### src/rtl/core/pcm_pkg.sv
`timescale 1ns / 1ps
// Types and codes shared by the corridor merge block and its checker.
// Depends on nothing.
package pcm_pkg;

  localparam int REF_W = 32;

  // Request codes.
  localparam logic [1:0] REQ_CLEAR    = 2'd0;
  localparam logic [1:0] REQ_CORRIDOR = 2'd1;
  localparam logic [1:0] REQ_VISITED  = 2'd2;
  localparam logic [1:0] REQ_READ     = 2'd3;

  // Status codes.
  localparam logic [1:0] ST_OK      = 2'd0;
  localparam logic [1:0] ST_FULL    = 2'd1;
  localparam logic [1:0] ST_RANGE   = 2'd2;
  localparam logic [1:0] ST_NOMATCH = 2'd3;

  typedef struct packed {
    logic [1:0]       req_type;
    logic [REF_W-1:0] poly_ref;
    logic [7:0]       read_index;
    logic             last_visited;
  } req_t;

  typedef struct packed {
    logic [8:0]       corridor_count;
    logic [REF_W-1:0] read_ref;
    logic [1:0]       status;
  } rsp_t;

  // Shift controls for the visited cell row.
  typedef struct packed {
    logic push;
    logic pop;
  } cell_ctl_t;

endpackage

### src/rtl/core/pcm_cell.sv
`timescale 1ns / 1ps
// One cell of the visited row: holds one polygon reference and compares it.
// Depends on pcm_pkg.
module pcm_cell
  import pcm_pkg::*;
(
  input  logic             clk,
  input  cell_ctl_t        ctl,
  input  logic [REF_W-1:0] left_data,
  input  logic [REF_W-1:0] right_data,
  input  logic [REF_W-1:0] key,
  output logic [REF_W-1:0] data,
  output logic             hit
);

  // A push moves the row away from cell 0, a pop moves it toward cell 0.
  always_ff @(posedge clk) begin
    if (ctl.push) begin
      data <= left_data;
    end else if (ctl.pop) begin
      data <= right_data;
    end
  end

  assign hit = (data == key);

endmodule

### config.mk
export PLATFORM = sky130hd
export DESIGN_NAME = pcm_cell
export DESIGN_NICKNAME = d
export VERILOG_FILES = /design/src/rtl/core/pcm_pkg.sv /design/src/rtl/core/pcm_cell.sv
export SDC_FILE = /design/constraint.sdc
export NUM_CORES = 1
export LEC_CHECK = 0
export ABC_AREA = 1
export BUFFER_PORTS_ARGS = -buffer_cell sky130_fd_sc_hd__clkbuf_2
export CORE_ASPECT_RATIO = 0.9
export CORE_UTILIZATION = 42
export CTS_CLUSTER_DIAMETER = 80
export DETAILED_ROUTE_END_ITERATION = 8
export MAX_ROUTING_LAYER = met4
export PLACE_DENSITY_LB_ADDON = 0.05
export RECOVER_POWER = 100
export SYNTH_ARGS = -nofsm -noshare
export SYNTH_HDL_FRONTEND = slang
export SYNTH_SLANG_ARGS = --single-unit
### constraint.sdc
create_clock -name clk -period 1.5 [get_ports clk]
set_clock_uncertainty 0.1 [all_clocks]
set_input_delay 0.3 -clock clk [delete_from_list [all_inputs] [get_ports clk]]
set_output_delay 0.3 -clock clk [all_outputs]
set_load 0.05 [all_outputs]
Yosys cells after proc, flatten, opt, wreduce, memory -nomap -nowiden
Index checks and enable logic that the tools add are counted.
W data, S select, Z words.
{"block": "classes", "eq_ne": 1, "reduce_logical": 1, "muxes": 2}
{"op": "$mux W32", "n": 2}
{"op": "$eq A32 B32 Y1", "n": 1}
{"op": "$reduce_bool A2 Y1", "n": 1}
{"block": "word_totals", "regBits": 32, "wordCells": 5}

Longest topological paths before layout
Gate-level depths: netlist of the first run.
{"block": "logic_depth", "word_depth": 2, "mapped_depth": 8, "mapped_depth_nobuf": 8}

Least setup slack after synthesis of the first run
OpenSTA, ideal clock, no wires.
{"block": "synth_path", "path_kind": "reg-to-output", "from": "register data[17]", "to": "output port hit", "stages_incl_launch_ff": 9, "arrival_time_ns": 1.761, "path_slack_ns": -0.661, "required_time_ns": 1.100, "path_buffers": 0, "cell_sequence": "edfxtp_1 inv_1 nand2_1 nand2_1 nor2_1 nand2_1 nor2_1 nand2_1 nor2_1"}
{"block": "synth_via", "elab_chain_cells": 1}
{"element": "start, declared", "line_no": "pcm_cell.sv:12", "text": "output logic [REF_W-1:0] data,"}
{"element": "start signal, assigned", "line_no": "pcm_cell.sv:19", "text": "data <= left_data;"}
{"element": "start signal, assigned", "line_no": "pcm_cell.sv:21", "text": "data <= right_data;"}
{"element": "$eq A32 B32 Y1", "line_no": "pcm_cell.sv:25", "text": "assign hit = (data == key);"}
{"element": "end, declared", "line_no": "pcm_cell.sv:13", "text": "output logic hit"}
Every way passes these cells.

Worst setup path in the final report of the first run
{"block": "layout_path", "from": "register data[5]", "to": "output port hit"}
The elaborated chain is that of the path after synthesis.

==> results of run 1 <==
## power by group
group	internal, µW	switching [µW]	leakage, µW	total [µW]
registers	1100	67.8	0.000330	1170
clock network	306	306	0.0000391	612
logic	322	620	0.00147	942
## through the flow
stage | hold WS (ps) | setup TNS, ps
final | 181 | -437
after global routing | 181 | -566
after CTS | 175 | -452
after detailed placement | 467 | -156
after global placement | 464 | -152
after floorplan | 379 | -318
## worst max-delay path, delay by kind of cell, from the launching register on
kind	cells	cell delay, ps
simple gates	7	710
buf+inv	1	140
flops	1	400
## layout make-up
cell class                 count  area (µm²)
fill                         439        1570
clock buffer                   5        68.8
clock inverter                 2        7.51
tap                           62        77.6
multi-input combinational    218         851
inverter                      48         180
sequential                    32         961
timing repair buffer         152         828
## path summary, 6_finish.rpt
kind	slack (ps)	startpoint	end
setup / recovery	-440	data[5]$_DFFE_PP_	hit
hold / removal	180	right_data[8]	data[8]$_DFFE_PP_
## cell usage after synthesis
library cell / number
buf_4: 3
edfxtp_1: 32
inv_1: 48
or2_2: 1
buf_2: 4
nor2_1: 43
nand2_1: 171
xor2_1: 3
## what timing repair did
item                       CTS  global route
setup endpoints to repair    1            11
hold endpoints to repair     0             0
pin swaps                    4             1
setup buffers                1             2
gates resized for setup      3            16
## metal layers
metal / routed length [µm] / vias up / track usage
met5: 0 / - / -
met4: 85 / 0 / 0.0708
met3: 458 / 9 / 0.0657
met2: 2440 / 81 / 0.369
met1: 2040 / 924 / 0.216
li1: - / 1198 / -
## cell families after synthesis
family                 Yosys count  share of synthesized area
XOR/XNOR                         3                     0.0130
flip-flops                      32                      0.476
buffers and inverters           55                      0.110
AND/OR/NAND/NOR                215                      0.401
## cells in the final DEF (no fill, tap or decap)
master and count:
nand2_1 171, clkbuf_2 124, inv_1 48, nor2_1 39, edfxtp_1 32, clkbuf_4 10
buf_2 6, clkbuf_8 5, buf_4 5, clkbuf_1 4, nor2_2 3, xor2_1 3
clkinv_1 2, buf_8 2, or2_2 1, nor2_4 1, buf_12 1
==> impl_metrics.ini, run 1 <==
[run_status]
violations = setup timing
status = finished with violations

[power_and_ir_drop]
p_per_area_nw_per_um2 = 917
power_uw = 2730
p_leak_uw = 0.00184
vdd_drop_max_mv = 0.597

[worst_setup_path]
cp_cell_sequence = nor2_1, nor2_1, nor2_1, nand2_1, nor2_2, nand2_1, nor2_4, buf_12
critPathSlowestCell = edfxtp_1
worstPathArrival_ps = 1540
crit_top_cell = nor2_1
critical_path_class = reg2out
start_kind = register
critical_path_required_ps = 1100
crit_path_max_incr_delay_ps = 400
cp_max_fo = 3
cp-end-kind = primary output

[global_routing]
track_usage = 0.207
grt_max_degree = 18
grt_pass1_vias = 1898
grt_pass1_wl_mm = 7.57
antenna_found_initial = 0
grt_overflow = 0

[placement]
dpl.cell_count = 512
gp_congestion = 0.817
place_ws_ps = -156
dp_hpwl_mm = 4.11
port-buffer-count = 131
placed_area_um2 = 2900

[sta]
hold_viol_final = 0
fin_crit_sh = 1.29
fmax_mhz = 516
setup_slack_ps = -437
max_slew_margin = 0.495
worst_slew_pin_slew_ps = 757
setup_viol = 1
rsz0062_at_grt = true
fin_crit_ps = 1940
drv_slew = 0

[finish]
insertedDiodeCount = 0
largest_reg_flops = 32
drive_above_1_share = 0.346
nNetsFinal = 556
reg_top3 = data (32)
design_area_um2 = 2970
finalNonFillerCells = 519
utilization = 0.654
syn_to_final_growth_pct = 47.3
top_register = data

[clocking]
cts_buffers = 5
ctsHoldBuffers = 0
cts.htree.levels = 2
cts_sinks = 32
ctsLongestPathBuffers = 2
cts-root-buf = clkbuf_8
cts_tree = built
path_clk_slew_ps = 70

[die]
std_cell_rows = 23
pin_count = 132
core-area_um2 = 4550
die_w_um = 75.1
start_util = 0.444
dieArea_um2 = 5090
die_h_um = 67.8

[synthesis]
synth.yosys.warnings = 0
synth_area_leaders = edfxtp_1 48%, nand2_1 32%, inv_1 8.9%
synthesis.instances = 305
yosysTopAreaCell = edfxtp_1
syn-mean-instance-area_um2 = 6.62
syn_area_um2 = 2020
ys_seq_area_frac = 0.476
syn_nets = 404
ys_seq_elements = 32
synthDistinctLibCells = 8
yosys.area.top_type_share = 0.476

[route]
drt-initial-drc-count = 88
viasPerCell = 4.26
first_pass_iters = 4
post_drt_wl_per_cell_um = 9.69
drc = 0
ant_nets = 0
vias = 2212
wl_mm = 5.03

[hold_path]
min_path_type = in2reg
min_delay_path_depth = 3

[run]
drv_cap = 0
Note: power is estimated with default switching activity, not from simulation.
==> run 2, diff against run 1 <==
--- a/config.mk
+++ b/config.mk
@@ -14,6 +14,8 @@
 export MAX_ROUTING_LAYER = met4
 export PLACE_DENSITY_LB_ADDON = 0.05
 export RECOVER_POWER = 100
+export SKIP_CTS_REPAIR_TIMING = 1
+export SKIP_LAST_GASP = 1
 export SYNTH_ARGS = -nofsm -noshare
 export SYNTH_HDL_FRONTEND = slang
 export SYNTH_SLANG_ARGS = --single-unit
==> constraint.sdc (replaced) <==
create_clock -name clk -period 1.5 [get_ports clk]
set_clock_uncertainty 0.1 [all_clocks]
set_input_delay 0.15 -clock clk [delete_from_list [all_inputs] [get_ports clk]]
set_output_delay 0.15 -clock clk [all_outputs]
set_load 0.05 [all_outputs]
==> run 2 against run 1 <==
Effect of this change:
- the run still ends with setup timing left
- utilization down 2.4 points
- fmax rose by 10%
- setup slack improved by 180 ps
- die area unchanged
- critical path depth did not move
==> impl_metrics.ini, run 2 (same netlist as run 1, synthesis figures left out) <==
[global_routing]
grt_pass1_vias = 1861
grt_pass1_wl_mm = 7.45
grt_overflow = 0
grt_max_degree = 33
antenna_found_initial = 0
track_usage = 0.202

[clocking]
cts.htree.levels = 2
cts_tree = built
cts_sinks = 32
cts-root-buf = clkbuf_8
ctsLongestPathBuffers = 2
cts_buffers = 5
path_clk_slew_ps = 70

[route]
post_drt_wl_per_cell_um = 9.44
viasPerCell = 4.22
first_pass_iters = 4
ant_nets = 0
drc = 0
vias = 2132
wl_mm = 4.77
drt-initial-drc-count = 49

[die]
pin_count = 132
dieArea_um2 = 5090
std_cell_rows = 23
die_h_um = 67.8
die_w_um = 75.1
start_util = 0.444
core-area_um2 = 4550

[finish]
nNetsFinal = 541
reg_top3 = data (32)
syn_to_final_growth_pct = 41.9
finalNonFillerCells = 505
insertedDiodeCount = 0
mostFrequentLayoutCells = 171 x nand2_1, 127 x clkbuf_2, 48 x inv_1
drive_above_1_share = 0.318
top_register = data
largest_reg_flops = 32
layout_commonest_cell = nand2_1

[placement]
dp_hpwl_mm = 3.87
gp_congestion = 0.848
port-buffer-count = 131
dpl.cell_count = 495

[worst_setup_path]
critical_path_required_ps = 1250
cp_cell_sequence = nand2_1, nand2_1, nor2_2, nand2_1, nor2_1, nand2_1, nor2_4, buf_12
worstSetupPathDepth = 8
start_kind = register
worstPathArrival_ps = 1500
crit_path_max_incr_delay_ps = 420
cp-end-kind = primary output
critPathTopFamily = simple AND/OR/NAND/NOR gates
path_buf_inv = 1
critical_path_class = reg2out
crit_top_cell = nand2_1
critPathSlowestCell = edfxtp_1
cp_max_fo = 3
cp-startpoint = data[7]$_DFFE_PP_

[power_and_ir_drop]
p_leak_uw = 0.00178
p_per_area_nw_per_um2 = 932
vdd_drop_max_mv = 0.609

[sta]
fin_tns_setup_ps = -254
hold_ws_ps = 38.2
worst_slew_pin_slew_ps = 791
setup_slack_ps = -254
rsz0062_at_grt = true
fin_crit_sh = 1.17
fmax_mhz = 570
drv_slew = 0
setup_viol = 1
hold_viol_final = 0
max_slew_margin = 0.473
fin_crit_ps = 1750

[hold_path]
min_path_type = in2reg
min_delay_path_depth = 3
min_from = right_data[24]

[run_status]
violations = setup timing
status = finished with violations

[run]
drv_cap = 0
-- run 2: changes by cell type in the layout (fill, tap and decap cells not counted), sizes merged --
cell and delta:
clkbuf -4, clkinv -1, buf -9
-- run 2: report_power, final --
part           internal [µW]  leakage, µW  switching, µW
logic                    272      0.00141            608
clock network            323    0.0000399            297
registers               1100     0.000330           65.5
-- run 2: cell type report --
type,count,area (µm²)
repair buffers,137,721
clock buffers,7,76.3
fillers,456,1680
flip-flops and latches,32,961
inverters,48,180
multi-input cells,218,846
clock inverters,1,3.75
well taps,62,77.6
-- run 2: tightest hold or removal path, stage by stage --
cell and delay (ps):
clkbuf_2 70, nand2_1 40, nand2_1 40
-- run 2: metrics by stage --
stage	utilization	total power (µW)	setup slack, ps	cell area [µm²]
after CTS	0.628	2690	-302	2860
after global routing	0.630	2840	-374	2870
after global placement	0.610	2050	-3.67	2780
after detailed placement	0.610	2070	-0.921	2780
final	0.630	2670	-254	2870
after floorplan	-	1780	-168	2030
-- run 2: final timing paths --
check	slack, ps	to
setup / recovery	-250	hit
hold / removal	40	data[24]$_DFFE_PP_
-- run 2: layer usage --
metal / global-route usage / routed length, µm / vias up
met5: - / 0 / -
met4: 0.0495 / 38 / 0
met3: 0.0597 / 380 / 4
met2: 0.359 / 2340 / 71
met1: 0.222 / 2010 / 890
li1: - / - / 1167
